--- config.mk ---
export PLATFORM = sky130hd
export DESIGN_NAME = sha256_stream_hasher_flat
export DESIGN_NICKNAME = d
export VERILOG_FILES = /design/src/rtl/sha_pkg.sv /design/src/rtl/sha_if.sv /design/src/rtl/sha_datapath.sv /design/src/rtl/sha_ctrl.sv /design/src/rtl/sha256_stream_hasher.sv /design/src/flat_wrapper.sv
export SDC_FILE = /design/constraint.sdc
export NUM_CORES = 2
export LEC_CHECK = 0
export BUFFER_PORTS_ARGS = -buffer_cell sky130_fd_sc_hd__buf_4
export CAP_MARGIN = 0
export CELL_PAD_IN_SITES_DETAIL_PLACEMENT = 0
export CELL_PAD_IN_SITES_GLOBAL_PLACEMENT = 1
export CORE_ASPECT_RATIO = 1.2
export CORE_MARGIN = 5
export CORE_UTILIZATION = 45
export DETAILED_ROUTE_END_ITERATION = 12
export PLACE_DENSITY = 0.73
export SKIP_CTS_REPAIR_TIMING = 1
export SLEW_MARGIN = 20
export SYNTH_ARGS = -nofsm -noshare
export SYNTH_HDL_FRONTEND = slang
export SYNTH_SLANG_ARGS = --single-unit
export TNS_END_PERCENT = 100
--- constraint.sdc ---
create_clock -name clk -period 27 [get_ports clk]
set_input_delay 5.4 -clock clk [delete_from_list [all_inputs] [get_ports clk]]
set_output_delay 5.4 -clock clk [all_outputs]
set_load 0.02 [all_outputs]
--- src/rtl/sha_pkg.sv ---
// Shared types, constants and functions of the SHA-256 stream hasher.
// Depends on nothing; every other file but sha_checker imports it.
`timescale 1ns / 1ps
package sha_pkg;

  typedef logic [31:0] word_t;

  localparam word_t INIT_HASH [8] = '{
    32'h6a09e667, 32'hbb67ae85, 32'h3c6ef372, 32'ha54ff53a,
    32'h510e527f, 32'h9b05688c, 32'h1f83d9ab, 32'h5be0cd19};

  localparam word_t ROUND_K [64] = '{
    32'h428a2f98, 32'h71374491, 32'hb5c0fbcf, 32'he9b5dba5, 32'h3956c25b, 32'h59f111f1,
    32'h923f82a4, 32'hab1c5ed5, 32'hd807aa98, 32'h12835b01, 32'h243185be, 32'h550c7dc3,
    32'h72be5d74, 32'h80deb1fe, 32'h9bdc06a7, 32'hc19bf174, 32'he49b69c1, 32'hefbe4786,
    32'h0fc19dc6, 32'h240ca1cc, 32'h2de92c6f, 32'h4a7484aa, 32'h5cb0a9dc, 32'h76f988da,
    32'h983e5152, 32'ha831c66d, 32'hb00327c8, 32'hbf597fc7, 32'hc6e00bf3, 32'hd5a79147,
    32'h06ca6351, 32'h14292967, 32'h27b70a85, 32'h2e1b2138, 32'h4d2c6dfc, 32'h53380d13,
    32'h650a7354, 32'h766a0abb, 32'h81c2c92e, 32'h92722c85, 32'ha2bfe8a1, 32'ha81a664b,
    32'hc24b8b70, 32'hc76c51a3, 32'hd192e819, 32'hd6990624, 32'hf40e3585, 32'h106aa070,
    32'h19a4c116, 32'h1e376c08, 32'h2748774c, 32'h34b0bcb5, 32'h391c0cb3, 32'h4ed8aa4a,
    32'h5b9cca4f, 32'h682e6ff3, 32'h748f82ee, 32'h78a5636f, 32'h84c87814, 32'h8cc70208,
    32'h90befffa, 32'ha4506ceb, 32'hbef9a3f7, 32'hc67178f2};

  localparam logic [7:0] PAD_BYTE = 8'h80;
  localparam logic [5:0] LEN_POS  = 6'd56;

  localparam logic ACT_ABSORB = 1'b0;
  localparam logic ACT_FINISH = 1'b1;

  typedef struct packed {
    logic       absorb;
    logic       pad;
    logic       load_len;
    logic       start;
    logic       round;
    logic       add;
    logic       rearm;
    logic [5:0] round_idx;
    logic [2:0] word_sel;
  } sha_cmd_t;

  typedef struct packed {
    logic full;
    logic two_blocks;
  } sha_sts_t;

  function automatic word_t ror32(input word_t x, input int unsigned n);
    ror32 = (x >> n) | (x << (32 - n));
  endfunction

endpackage

--- src/rtl/sha_if.sv ---
// Valid/ready channel interfaces for the input beats and the digest beats.
// Depends on sha_pkg.
`timescale 1ns / 1ps
interface sha_in_if import sha_pkg::*; ();
  logic       valid;
  logic       ready;
  logic       action;
  logic [7:0] data_byte;
  modport source (output valid, action, data_byte, input ready);
  modport sink   (input valid, action, data_byte, output ready);
endinterface

interface sha_out_if import sha_pkg::*; ();
  logic       valid;
  logic       ready;
  word_t      digest_word;
  logic [2:0] word_index;
  logic       last_word;
  modport source (output valid, digest_word, word_index, last_word, input ready);
  modport sink   (input valid, digest_word, word_index, last_word, output ready);
endinterface

--- src/rtl/sha_datapath.sv ---
// Datapath: block buffer as a sixteen-word schedule window, working variables,
// hash words, fill and length counters, and the single round unit. Uses sha_pkg.
`timescale 1ns / 1ps
module sha_datapath import sha_pkg::*; (
  input  logic       clk,
  input  logic       rst_n,
  input  sha_cmd_t   cmd,
  input  logic [7:0] data_byte,
  output sha_sts_t   sts,
  output word_t      digest_word
);

  word_t       w_r    [16];
  word_t       w_nxt  [16];
  word_t       v_r    [8];
  word_t       v_nxt  [8];
  word_t       hash_r [8];
  word_t       hash_nxt [8];
  logic [5:0]  fill_r, fill_nxt;
  logic [63:0] bits_r, bits_nxt;

  word_t s0, s1, w_new, big0, big1, ch, maj, t1, t2;
  logic [5:0] bidx;

  assign sts.full       = (fill_r == 6'd63);
  assign sts.two_blocks = (fill_r >= LEN_POS);
  assign digest_word    = hash_r[cmd.word_sel];

  always_comb begin
    s0    = ror32(w_r[1], 7) ^ ror32(w_r[1], 18) ^ (w_r[1] >> 3);
    s1    = ror32(w_r[14], 17) ^ ror32(w_r[14], 19) ^ (w_r[14] >> 10);
    w_new = w_r[0] + s0 + w_r[9] + s1;
    big1  = ror32(v_r[4], 6) ^ ror32(v_r[4], 11) ^ ror32(v_r[4], 25);
    ch    = (v_r[4] & v_r[5]) ^ (~v_r[4] & v_r[6]);
    t1    = v_r[7] + big1 + ch + ROUND_K[cmd.round_idx] + w_r[0];
    big0  = ror32(v_r[0], 2) ^ ror32(v_r[0], 13) ^ ror32(v_r[0], 22);
    maj   = (v_r[0] & v_r[1]) ^ (v_r[0] & v_r[2]) ^ (v_r[1] & v_r[2]);
    t2    = big0 + maj;
  end

  always_comb begin
    w_nxt    = w_r;
    v_nxt    = v_r;
    hash_nxt = hash_r;
    fill_nxt = fill_r;
    bits_nxt = bits_r;
    bidx     = '0;
    if (cmd.absorb) begin
      w_nxt[fill_r[5:2]][(2'd3 - fill_r[1:0]) * 8 +: 8] = data_byte;
      fill_nxt = fill_r + 6'd1;
      bits_nxt = bits_r + 64'd8;
    end
    if (cmd.pad) begin
      for (int j = 0; j < 16; j++) begin
        for (int b = 0; b < 4; b++) begin
          bidx = 6'(j * 4 + b);
          if (bidx == fill_r) begin
            w_nxt[j][(3 - b) * 8 +: 8] = PAD_BYTE;
          end else if (bidx > fill_r) begin
            w_nxt[j][(3 - b) * 8 +: 8] = 8'h00;
          end
        end
      end
      if (!sts.two_blocks) begin
        w_nxt[14] = bits_r[63:32];
        w_nxt[15] = bits_r[31:0];
      end
    end
    if (cmd.load_len) begin
      for (int j = 0; j < 14; j++) begin
        w_nxt[j] = '0;
      end
      w_nxt[14] = bits_r[63:32];
      w_nxt[15] = bits_r[31:0];
    end
    if (cmd.start) begin
      v_nxt = hash_r;
    end
    if (cmd.round) begin
      for (int j = 0; j < 15; j++) begin
        w_nxt[j] = w_r[j + 1];
      end
      w_nxt[15] = w_new;
      v_nxt[7] = v_r[6];
      v_nxt[6] = v_r[5];
      v_nxt[5] = v_r[4];
      v_nxt[4] = v_r[3] + t1;
      v_nxt[3] = v_r[2];
      v_nxt[2] = v_r[1];
      v_nxt[1] = v_r[0];
      v_nxt[0] = t1 + t2;
    end
    if (cmd.add) begin
      for (int j = 0; j < 8; j++) begin
        hash_nxt[j] = hash_r[j] + v_r[j];
      end
    end
    if (cmd.rearm) begin
      hash_nxt = INIT_HASH;
      fill_nxt = '0;
      bits_nxt = '0;
    end
  end

  always_ff @(posedge clk) begin
    w_r <= w_nxt;
    v_r <= v_nxt;
    if (!rst_n) begin
      hash_r <= INIT_HASH;
      fill_r <= '0;
      bits_r <= '0;
    end else begin
      hash_r <= hash_nxt;
      fill_r <= fill_nxt;
      bits_r <= bits_nxt;
    end
  end

endmodule

--- src/rtl/sha_ctrl.sv ---
// Controller: sequences absorb, padding, the 64 rounds, the final addition, the
// length-only block and the eight digest beats. Uses sha_pkg.
`timescale 1ns / 1ps
module sha_ctrl import sha_pkg::*; (
  input  logic     clk,
  input  logic     rst_n,
  input  logic     in_valid,
  output logic     in_ready,
  input  logic     in_action,
  output logic     out_valid,
  input  logic     out_ready,
  output logic [2:0] out_word_index,
  output logic     out_last_word,
  input  sha_sts_t sts,
  output sha_cmd_t cmd
);

  typedef enum logic [2:0] {ST_IDLE, ST_ROUND, ST_ADD, ST_LEN, ST_EMIT} state_t;

  state_t     state_r, state_nxt;
  logic [5:0] rnd_r, rnd_nxt;
  logic [2:0] idx_r, idx_nxt;
  logic       fin_r, fin_nxt;
  logic       two_r, two_nxt;

  assign out_word_index = idx_r;
  assign out_last_word  = (idx_r == 3'd7);

  always_comb begin
    state_nxt     = state_r;
    rnd_nxt       = rnd_r;
    idx_nxt       = idx_r;
    fin_nxt       = fin_r;
    two_nxt       = two_r;
    cmd           = '0;
    cmd.round_idx = rnd_r;
    cmd.word_sel  = idx_r;
    in_ready      = 1'b0;
    out_valid     = 1'b0;
    case (state_r)
      ST_IDLE: begin
        in_ready = 1'b1;
        if (in_valid) begin
          rnd_nxt = '0;
          if (in_action == ACT_ABSORB) begin
            cmd.absorb = 1'b1;
            if (sts.full) begin
              cmd.start = 1'b1;
              fin_nxt   = 1'b0;
              state_nxt = ST_ROUND;
            end
          end else begin
            cmd.pad   = 1'b1;
            cmd.start = 1'b1;
            fin_nxt   = 1'b1;
            two_nxt   = sts.two_blocks;
            state_nxt = ST_ROUND;
          end
        end
      end
      ST_ROUND: begin
        cmd.round = 1'b1;
        rnd_nxt   = rnd_r + 6'd1;
        if (rnd_r == 6'd63) begin
          state_nxt = ST_ADD;
        end
      end
      ST_ADD: begin
        cmd.add = 1'b1;
        if (fin_r && two_r) begin
          state_nxt = ST_LEN;
        end else if (fin_r) begin
          idx_nxt   = '0;
          state_nxt = ST_EMIT;
        end else begin
          state_nxt = ST_IDLE;
        end
      end
      ST_LEN: begin
        cmd.load_len = 1'b1;
        cmd.start    = 1'b1;
        two_nxt      = 1'b0;
        rnd_nxt      = '0;
        state_nxt    = ST_ROUND;
      end
      ST_EMIT: begin
        out_valid = 1'b1;
        if (out_ready) begin
          idx_nxt = idx_r + 3'd1;
          if (idx_r == 3'd7) begin
            cmd.rearm = 1'b1;
            fin_nxt   = 1'b0;
            state_nxt = ST_IDLE;
          end
        end
      end
      default: begin
        state_nxt = ST_IDLE;
      end
    endcase
  end

  always_ff @(posedge clk) begin
    if (!rst_n) begin
      state_r <= ST_IDLE;
      rnd_r   <= '0;
      idx_r   <= '0;
      fin_r   <= 1'b0;
      two_r   <= 1'b0;
    end else begin
      state_r <= state_nxt;
      rnd_r   <= rnd_nxt;
      idx_r   <= idx_nxt;
      fin_r   <= fin_nxt;
      two_r   <= two_nxt;
    end
  end

endmodule

--- src/rtl/sha256_stream_hasher.sv ---
// SHA-256 stream hasher: takes a message one byte per beat and, on a finish
// beat, returns the eight digest words h0 first. The absorb beat that fills
// a 64-byte block is followed by 64 rounds through the single round unit,
// one per cycle, and an addition of the working variables into the hash
// words. A finish beat pads the block and compresses it, and also compresses
// a block holding only the length when fewer than nine bytes remain free in
// the block; eight digest beats follow at one per cycle while the consumer
// is ready. No input is taken during compression or digest output.
// Depends on sha_pkg, sha_if, sha_ctrl and sha_datapath.
`timescale 1ns / 1ps
module sha256_stream_hasher import sha_pkg::*; (
  input logic      clk,
  input logic      rst_n,
  sha_in_if.sink   in_ch,
  sha_out_if.source out_ch
);

  sha_cmd_t cmd;
  sha_sts_t sts;

  sha_ctrl u_ctrl (
    .clk            (clk),
    .rst_n          (rst_n),
    .in_valid       (in_ch.valid),
    .in_ready       (in_ch.ready),
    .in_action      (in_ch.action),
    .out_valid      (out_ch.valid),
    .out_ready      (out_ch.ready),
    .out_word_index (out_ch.word_index),
    .out_last_word  (out_ch.last_word),
    .sts            (sts),
    .cmd            (cmd)
  );

  sha_datapath u_dp (
    .clk         (clk),
    .rst_n       (rst_n),
    .cmd         (cmd),
    .data_byte   (in_ch.data_byte),
    .sts         (sts),
    .digest_word (out_ch.digest_word)
  );

endmodule

--- src/flat_wrapper.sv ---
// flat-port wrapper written by rule: the top's interface ports become plain ports
module sha256_stream_hasher_flat import sha_pkg::*;
  (clk, rst_n, in_ch_valid, in_ch_action, in_ch_data_byte, in_ch_ready, out_ch_valid, out_ch_digest_word, out_ch_word_index, out_ch_last_word, out_ch_ready);
  sha_in_if in_ch_i ();
  sha_out_if out_ch_i ();
  input logic clk;
  input logic rst_n;
  input wire logic [$bits(in_ch_i.valid)-1:0] in_ch_valid;
  input wire logic [$bits(in_ch_i.action)-1:0] in_ch_action;
  input wire logic [$bits(in_ch_i.data_byte)-1:0] in_ch_data_byte;
  output wire logic [$bits(in_ch_i.ready)-1:0] in_ch_ready;
  output wire logic [$bits(out_ch_i.valid)-1:0] out_ch_valid;
  output wire logic [$bits(out_ch_i.digest_word)-1:0] out_ch_digest_word;
  output wire logic [$bits(out_ch_i.word_index)-1:0] out_ch_word_index;
  output wire logic [$bits(out_ch_i.last_word)-1:0] out_ch_last_word;
  input wire logic [$bits(out_ch_i.ready)-1:0] out_ch_ready;
  assign in_ch_i.valid = in_ch_valid;
  assign in_ch_i.action = in_ch_action;
  assign in_ch_i.data_byte = in_ch_data_byte;
  assign in_ch_ready = in_ch_i.ready;
  assign out_ch_valid = out_ch_i.valid;
  assign out_ch_digest_word = out_ch_i.digest_word;
  assign out_ch_word_index = out_ch_i.word_index;
  assign out_ch_last_word = out_ch_i.last_word;
  assign out_ch_i.ready = out_ch_ready;
  sha256_stream_hasher u_core (.clk(clk), .rst_n(rst_n), .in_ch(in_ch_i), .out_ch(out_ch_i));
endmodule
==> Word-level counts from Yosys, hierarchy flattened <==
Memories as Yosys holds them, arrays and structs flattened.
Index checks and enable logic that the tools add are counted.
{ "classes": {"n_addsub": 24, "order_cmp": 69, "n_eq_ne": 78, "shifts": 2, "mux": 183, "n_bitwise": 31, "n_reduce_logical": 15} }
{ "op_table": {"columns": ["operator", "n"], "rows": [
  ["2-to-1 mux 512 bit", 4],
  ["2-to-1 mux 8 bit", 128],
  ["adder 32 bit", 18],
  ["bitwise mux 512 bit", 1],
  ["2-to-1 mux 256 bit", 2],
  ["XOR 32 bit", 9],
  ["== test 6 bit (first input constant)", 32],
  ["greater-than comparator 6 bit (first input constant)", 32],
  ["AND 32 bit", 5],
  ["2-to-1 mux 32 bit", 5],
  ["demux 32 bit (select 4 bit)", 1],
  ["binary-select mux 32 bit (select 3 bit)", 1],
  ["== test 5 x 6 -> 1 bit (first input constant)", 16],
  ["greater-than comparator 5 x 6 -> 1 bit (first input constant)", 16],
  ["adder 64 x 4 -> 64 bit (second input constant)", 1],
  ["2-to-1 mux 64 bit", 1],
  ["== test 4 x 6 -> 1 bit (first input constant)", 8],
  ["greater-than comparator 4 x 6 -> 1 bit (first input constant)", 8],
  ["negation 32 -> 34 bit", 1],
  ["variable shift 8 x 34 -> 32 bit (first input constant)", 1],
  ["indexed part select 8 x 34 -> 32 bit", 1],
  ["2-to-1 mux 3 bit", 11],
  ["NOT 32 bit", 1],
  ["OR 10 x 32 -> 32 bit", 1],
  ["other kinds (52)", 98]
]} }
{ "totals": {"ff_bits": 1108, "mem_bits_ro": 2048, "inputBits": 13, "out_inout_bits": 38, "wordCells": 442, "memories": 1} }
{ "memory_table": {"columns": ["memory", "depth", "width", "read_ports", "rd_ports_with_merged_regs", "wr", "line", "rtl"], "rows": [
  ["(no name shown)", 64, 32, 1, 0, 0, "sha_datapath.sv:35", "t1 = v_r[7] + big1 + ch + ROUND_K[cmd.round_idx] + w_r[0];"]
]} }

==> Logic depth before layout (Yosys ltp) <==
{ "logic_depth": {"depth_word": 13, "mapped_depth": 34, "depth_no_buf": 33} }

==> Modules after synthesis <==
Synthesis repeated with hierarchy kept, for this count alone.
{ "unflattened": {"hier_cells": 8744, "hier_area_um2": 76438.3} }
{ "modules_own_cells": {"columns": ["module", "n_inst", "cells_each", "area_each_um2", "seq_area_each_um2"], "rows": [
  ["sha_datapath", 1, 8643, 75597.5, 24483.5],
  ["sha_ctrl", 1, 101, 840.8, 280.3]
]} }

==> Least setup slack after synthesis <==
No wires, ideal clock.
{ "synth_timing": {"path_type": "input -> register", "startpoint": "input port in_ch_valid", "endpoint": "register u_core.u_dp.v_r[0] (netlist name), enable pin", "setup_time_ns": 1.227, "arrival_time_ns": 23.925, "t_required_ns": 25.773, "path_slack_ns": 1.847, "cell_stages": 3, "path_buffers": 1, "path_cell_list": "or4b_4 -> clkbuf_1 -> o21ai_0"} }
{ "synth_between": {"elab_chain_cells": 3} }
{ "synth_rtl": {"columns": ["element", "line", "rtl"], "rows": [
  ["start, declared", "flat_wrapper.sv:8", "input wire logic [$bits(in_ch_i.valid)-1:0] in_ch_valid;"],
  ["2-to-1 mux 1 bit", "sha_ctrl.sv:43", "if (in_valid) begin"],
  ["one-hot mux 1 bit (2 select lines)", "sha_ctrl.sv:40", "case (state_r)"],
  ["nonzero test 2 bit (no line)", null, null],
  ["end signal, assigned", "sha_datapath.sv:107", "v_r <= v_nxt;"],
  ["end, declared", "sha_datapath.sv:15", "word_t v_r [8];"]
]} }
No other way between the ends.
A chain may end at the register's enable or synchronous reset.

==> Worst setup path in the final report <==
{ "layout_timing": {"startpoint": "register u_core.u_ctrl.idx_r[0], in the netlist u_core.u_ctrl.out_word_index[0]", "endpoint": "output port out_ch_digest_word[4]"} }
{ "layout_between": {"elab_chain_cells": 4} }
{ "layout_rtl": {"columns": ["element", "line", "rtl"], "rows": [
  ["start, declared", "sha_ctrl.sv:22", "logic [2:0] idx_r, idx_nxt;"],
  ["start signal, assigned", "sha_ctrl.sv:113", "idx_r <= idx_nxt;"],
  ["NOT 3 -> 4 bit (not written as such)", "sha_datapath.sv:27", "assign digest_word = hash_r[cmd.word_sel];"],
  ["binary-select mux 32 bit (select 3 bit)", "sha_datapath.sv:27", null],
  ["2-to-1 mux 32 bit (not written as such) (2 in series)", "sha_datapath.sv:27", null],
  ["end, declared", "flat_wrapper.sv:13", "output wire logic [$bits(out_ch_i.digest_word)-1:0] out_ch_digest_word;"]
]} }
No other way between the ends. The select of a mux whose other input is x is not followed.

==> summary.md <==
| Metric | Value |
|---|---|
| Die area | `0.1775 mm2` |
| Total GRT Usage | `35.46%` |
| Layout cells sized above 1 | `6.104%` |
| Worst skew pair latency | `0.81 ns` |
| Synth Warn # | `0` |
| Cell count after placement | `11349` |
| Vias in the first global route | `66911` |
| DR WL/cell | `27.94 um` |
| Top-count cell post-synth | `nand2_1` |
| Initial antenna violation count | `6` |
| Post-Syn Area | `0.07612 mm2` |
| Core Region | `0.1685 mm2` |
| Setup ws final | `17.58 ns` |
| Final wirelength | `324.1 mm` |
| Status | `finished, final reports clean` |
| Most used cell, CP | `buf_4` |
| Rows | `165` |
| DR vias/cell | `6.036` |
| Critical Path AT | `4.02 ns` |
| Max incr delay on CP | `0.88 ns` |
| Clk slew on worst S/H paths | `0.07 ns` |
| Least-Margin Pin Slew | `1.219 ns` |
| Endpoints failing hold | `0` |
| GRT overflow | `0` |
| Required @ worst endpoint | `21.60 ns` |
| Final GP Congestion | `0.9981` |
| Critical path type | `reg -> out` |
| Htree depth | `4` |
| Drc violations | `0` |
| Sequential element share of the synthesized area | `32.53%` |
| Tmin final | `9.416 ns` |
| Mapped Nets | `10119` |
| First-pass GRT wire length | `464.0 mm` |
| Worst min-delay path class | `reg -> reg` |
| CTS Root Cell | `clkbuf_16` |
| Dpl ws | `17.89 ns` |
| RSZ-0062 raised after global routing | `no` |
| Top-level port count | `51` |
| Nets | `9838` |
| Synth cell count leaders | `nand2_1, a21oi_1, o21ai_0, dfxtp_1, nor2_1` |
| Drt pass-1 iters | `6` |
| Vias post-DR | `70010` |
| Highest Clock Rate | `0.1062 GHz` |
| Final Instance Count excl. Fillers | `11599` |
| Top FF cell, synth | `dfxtp_1` |
| CTS tree | `done` |
| Final period util | `34.88%` |
| Synth area leaders | `dfxtp_1, edfxtp_1, nand2_1` |
| Largest net degree at the start of global routing | `201` |
| Average size of a mapped cell | `8.005 um2` |
| Syn Inst Count | `9510` |
| Final Hold Slack | `0.4533 ns` |
| Total CTS buffers | `132` |
| Total negative slack | `0 ns` |
| Drt initial violations | `6566` |
| Yosys reg bits | `1105` |
| Critical path capture point type | `output port` |
| Post-DP HPWL | `246.3 mm` |
| Initial Utilization | `45.19%` |
| Cell taking the most area after synthesis | `dfxtp_1` |
| Syn-to-layout area delta | `8.346%` |
| Number of synthesized flops with an enable pin | `264` |
| Clock sinks | `1105` |
| Crit-path max FO | `40` |
| Crit path buf inv count | `2` |
| Post-synth cell types | `95` |
| Antenna viol nets, final | `0` |
| Die W | `385.5 um` |
| Max-Cap Viols | `0` |
| Max Slew Vio Count | `0` |
| Max stage delay cell, worst path | `dfxtp_4` |
| Max Root-Sink Buffers | `3` |
| Final setup viols | `0` |
| Worst-path cell chain | `buf_4, mux4_2, mux2_2, buf_4` |
| Die Ht | `460.6 um` |
| PortBufs | `50` |
| Crit-path leading delay family | `multiplexers` |
| Kind of start point of the critical path | `register` |
| Clock skew | `0.03451 ns` |
| FFs w/ async S/R, synth | `0%` |
| Worst slew margin | `18.73%` |
| Top-area cell type share of the netlist area | `22.12%` |
==> per-stage QoR <==
stage          instance area, um2  utilization [%]
2_1_floorplan               76120                -
5_1_grt                     82460            48.95
3_3_place_gp                78150            46.39
3_5_place_dp                78160            46.39
4_1_cts                     82450            48.94
6_report                    82480            48.96
==> layout make-up <==
cell class / count / area (um2)
inverters: 449 / 1685
repair buffers: 167 / 1291
multi-input cells: 7374 / 47590
fillers: 16584 / 85980
diodes: 7 / 17.52
clock inverters: 48 / 530.5
well taps: 2254 / 2820
flip-flops and latches: 1105 / 24780
clock buffers: 195 / 3762
==> registers in the layout (all words and copies together), names as in the netlist <==
name,count
u_core.u_ctrl.fin_r,1
u_core.u_ctrl.out_word_index,3
u_core.u_ctrl.rnd_r,6
u_core.u_ctrl.state_r,3
u_core.u_ctrl.two_r,1
u_core.u_dp.bits_r,61
u_core.u_dp.fill_r,6
u_core.u_dp.hash_r,256
u_core.u_dp.v_r,256
u_core.u_dp.w_r,512
==> logic make-up after synthesis <==
kind of cell,synth area share [%]
AO/OA/AOI/OAI,21.39
XOR/XNOR,6.869
adder cells (fa/ha/maj),12.01
buffers and inverters,5.110
flip-flops,32.53
multiplexers,4.596
AND/OR/NAND/NOR,17.49
==> final timing paths <==
path | from | endpoint | slack, ns | depth (start not counted)
max | u_core.u_ctrl.out_word_index[0] | out_ch_digest_word[4] | 17.58 | 4
min | u_core.u_dp.w_r[326] | u_core.u_dp.w_r[358] | 0.45 | 2
max reg2reg | u_core.u_ctrl.rnd_r[0] | u_core.u_dp.v_r[255] | 17.91 | 29
min reg2reg | u_core.u_dp.w_r[326] | u_core.u_dp.w_r[358] | 0.45 | 2
==> placed cells by master (no fill, tap or decap), types with 34 or more instances in the layout <==
cell type  synthesis  final
or3_1             43     42
inv_1            446    446
fa_1             195    195
mux2_2            66     66
o22ai_1           63     63
and3_1            62     62
dfxtp_1          841    834
nand4_1           39     39
a211oi_1          75     75
a21o_1           163    163
xor2_1           234    234
mux2i_1          120    120
nand2_1         1725   1723
nand3_1          148    148
o21bai_1          48     48
clkbuf_16          0    134
a31oi_1           61     60
clkbuf_1         541     43
nor2b_1           56     55
o21a_1            60     60
nand2b_1          61     60
o211ai_1         120    120
o21ai_0          856    850
mux4_2            69     69
o31ai_1           35     34
buf_4              3    164
and2_1            66     66
xnor2_1          363    363
a21oi_1          983    983
nor3_1            87     83
ha_1             401    401
edfxtp_1         264    264
nor2_1           767    765
==> tightest hold or removal path: cells and delay by family (launching register included) <==
kind	cells	cell delay (ns)
flip-flops	1	0.32
AND/OR/NAND/NOR	1	0.05
AO/OA/AOI/OAI	1	0.06
==> layer usage <==
| metal | global-route usage (%) | wire [um] | up-vias |
|---|---|---|---|
| met1 | 38.82 | 116800 | 33818 |
| li1 | - | - | 32520 |
| met5 | 0 | 7 | - |
| met2 | 61.13 | 156600 | 2768 |
| met4 | 27.48 | 31150 | 2 |
| met3 | 5.791 | 19560 | 902 |
Power is not shown: default switching activity piles up to over one toggle a cycle in this logic, so the estimate is an artifact.
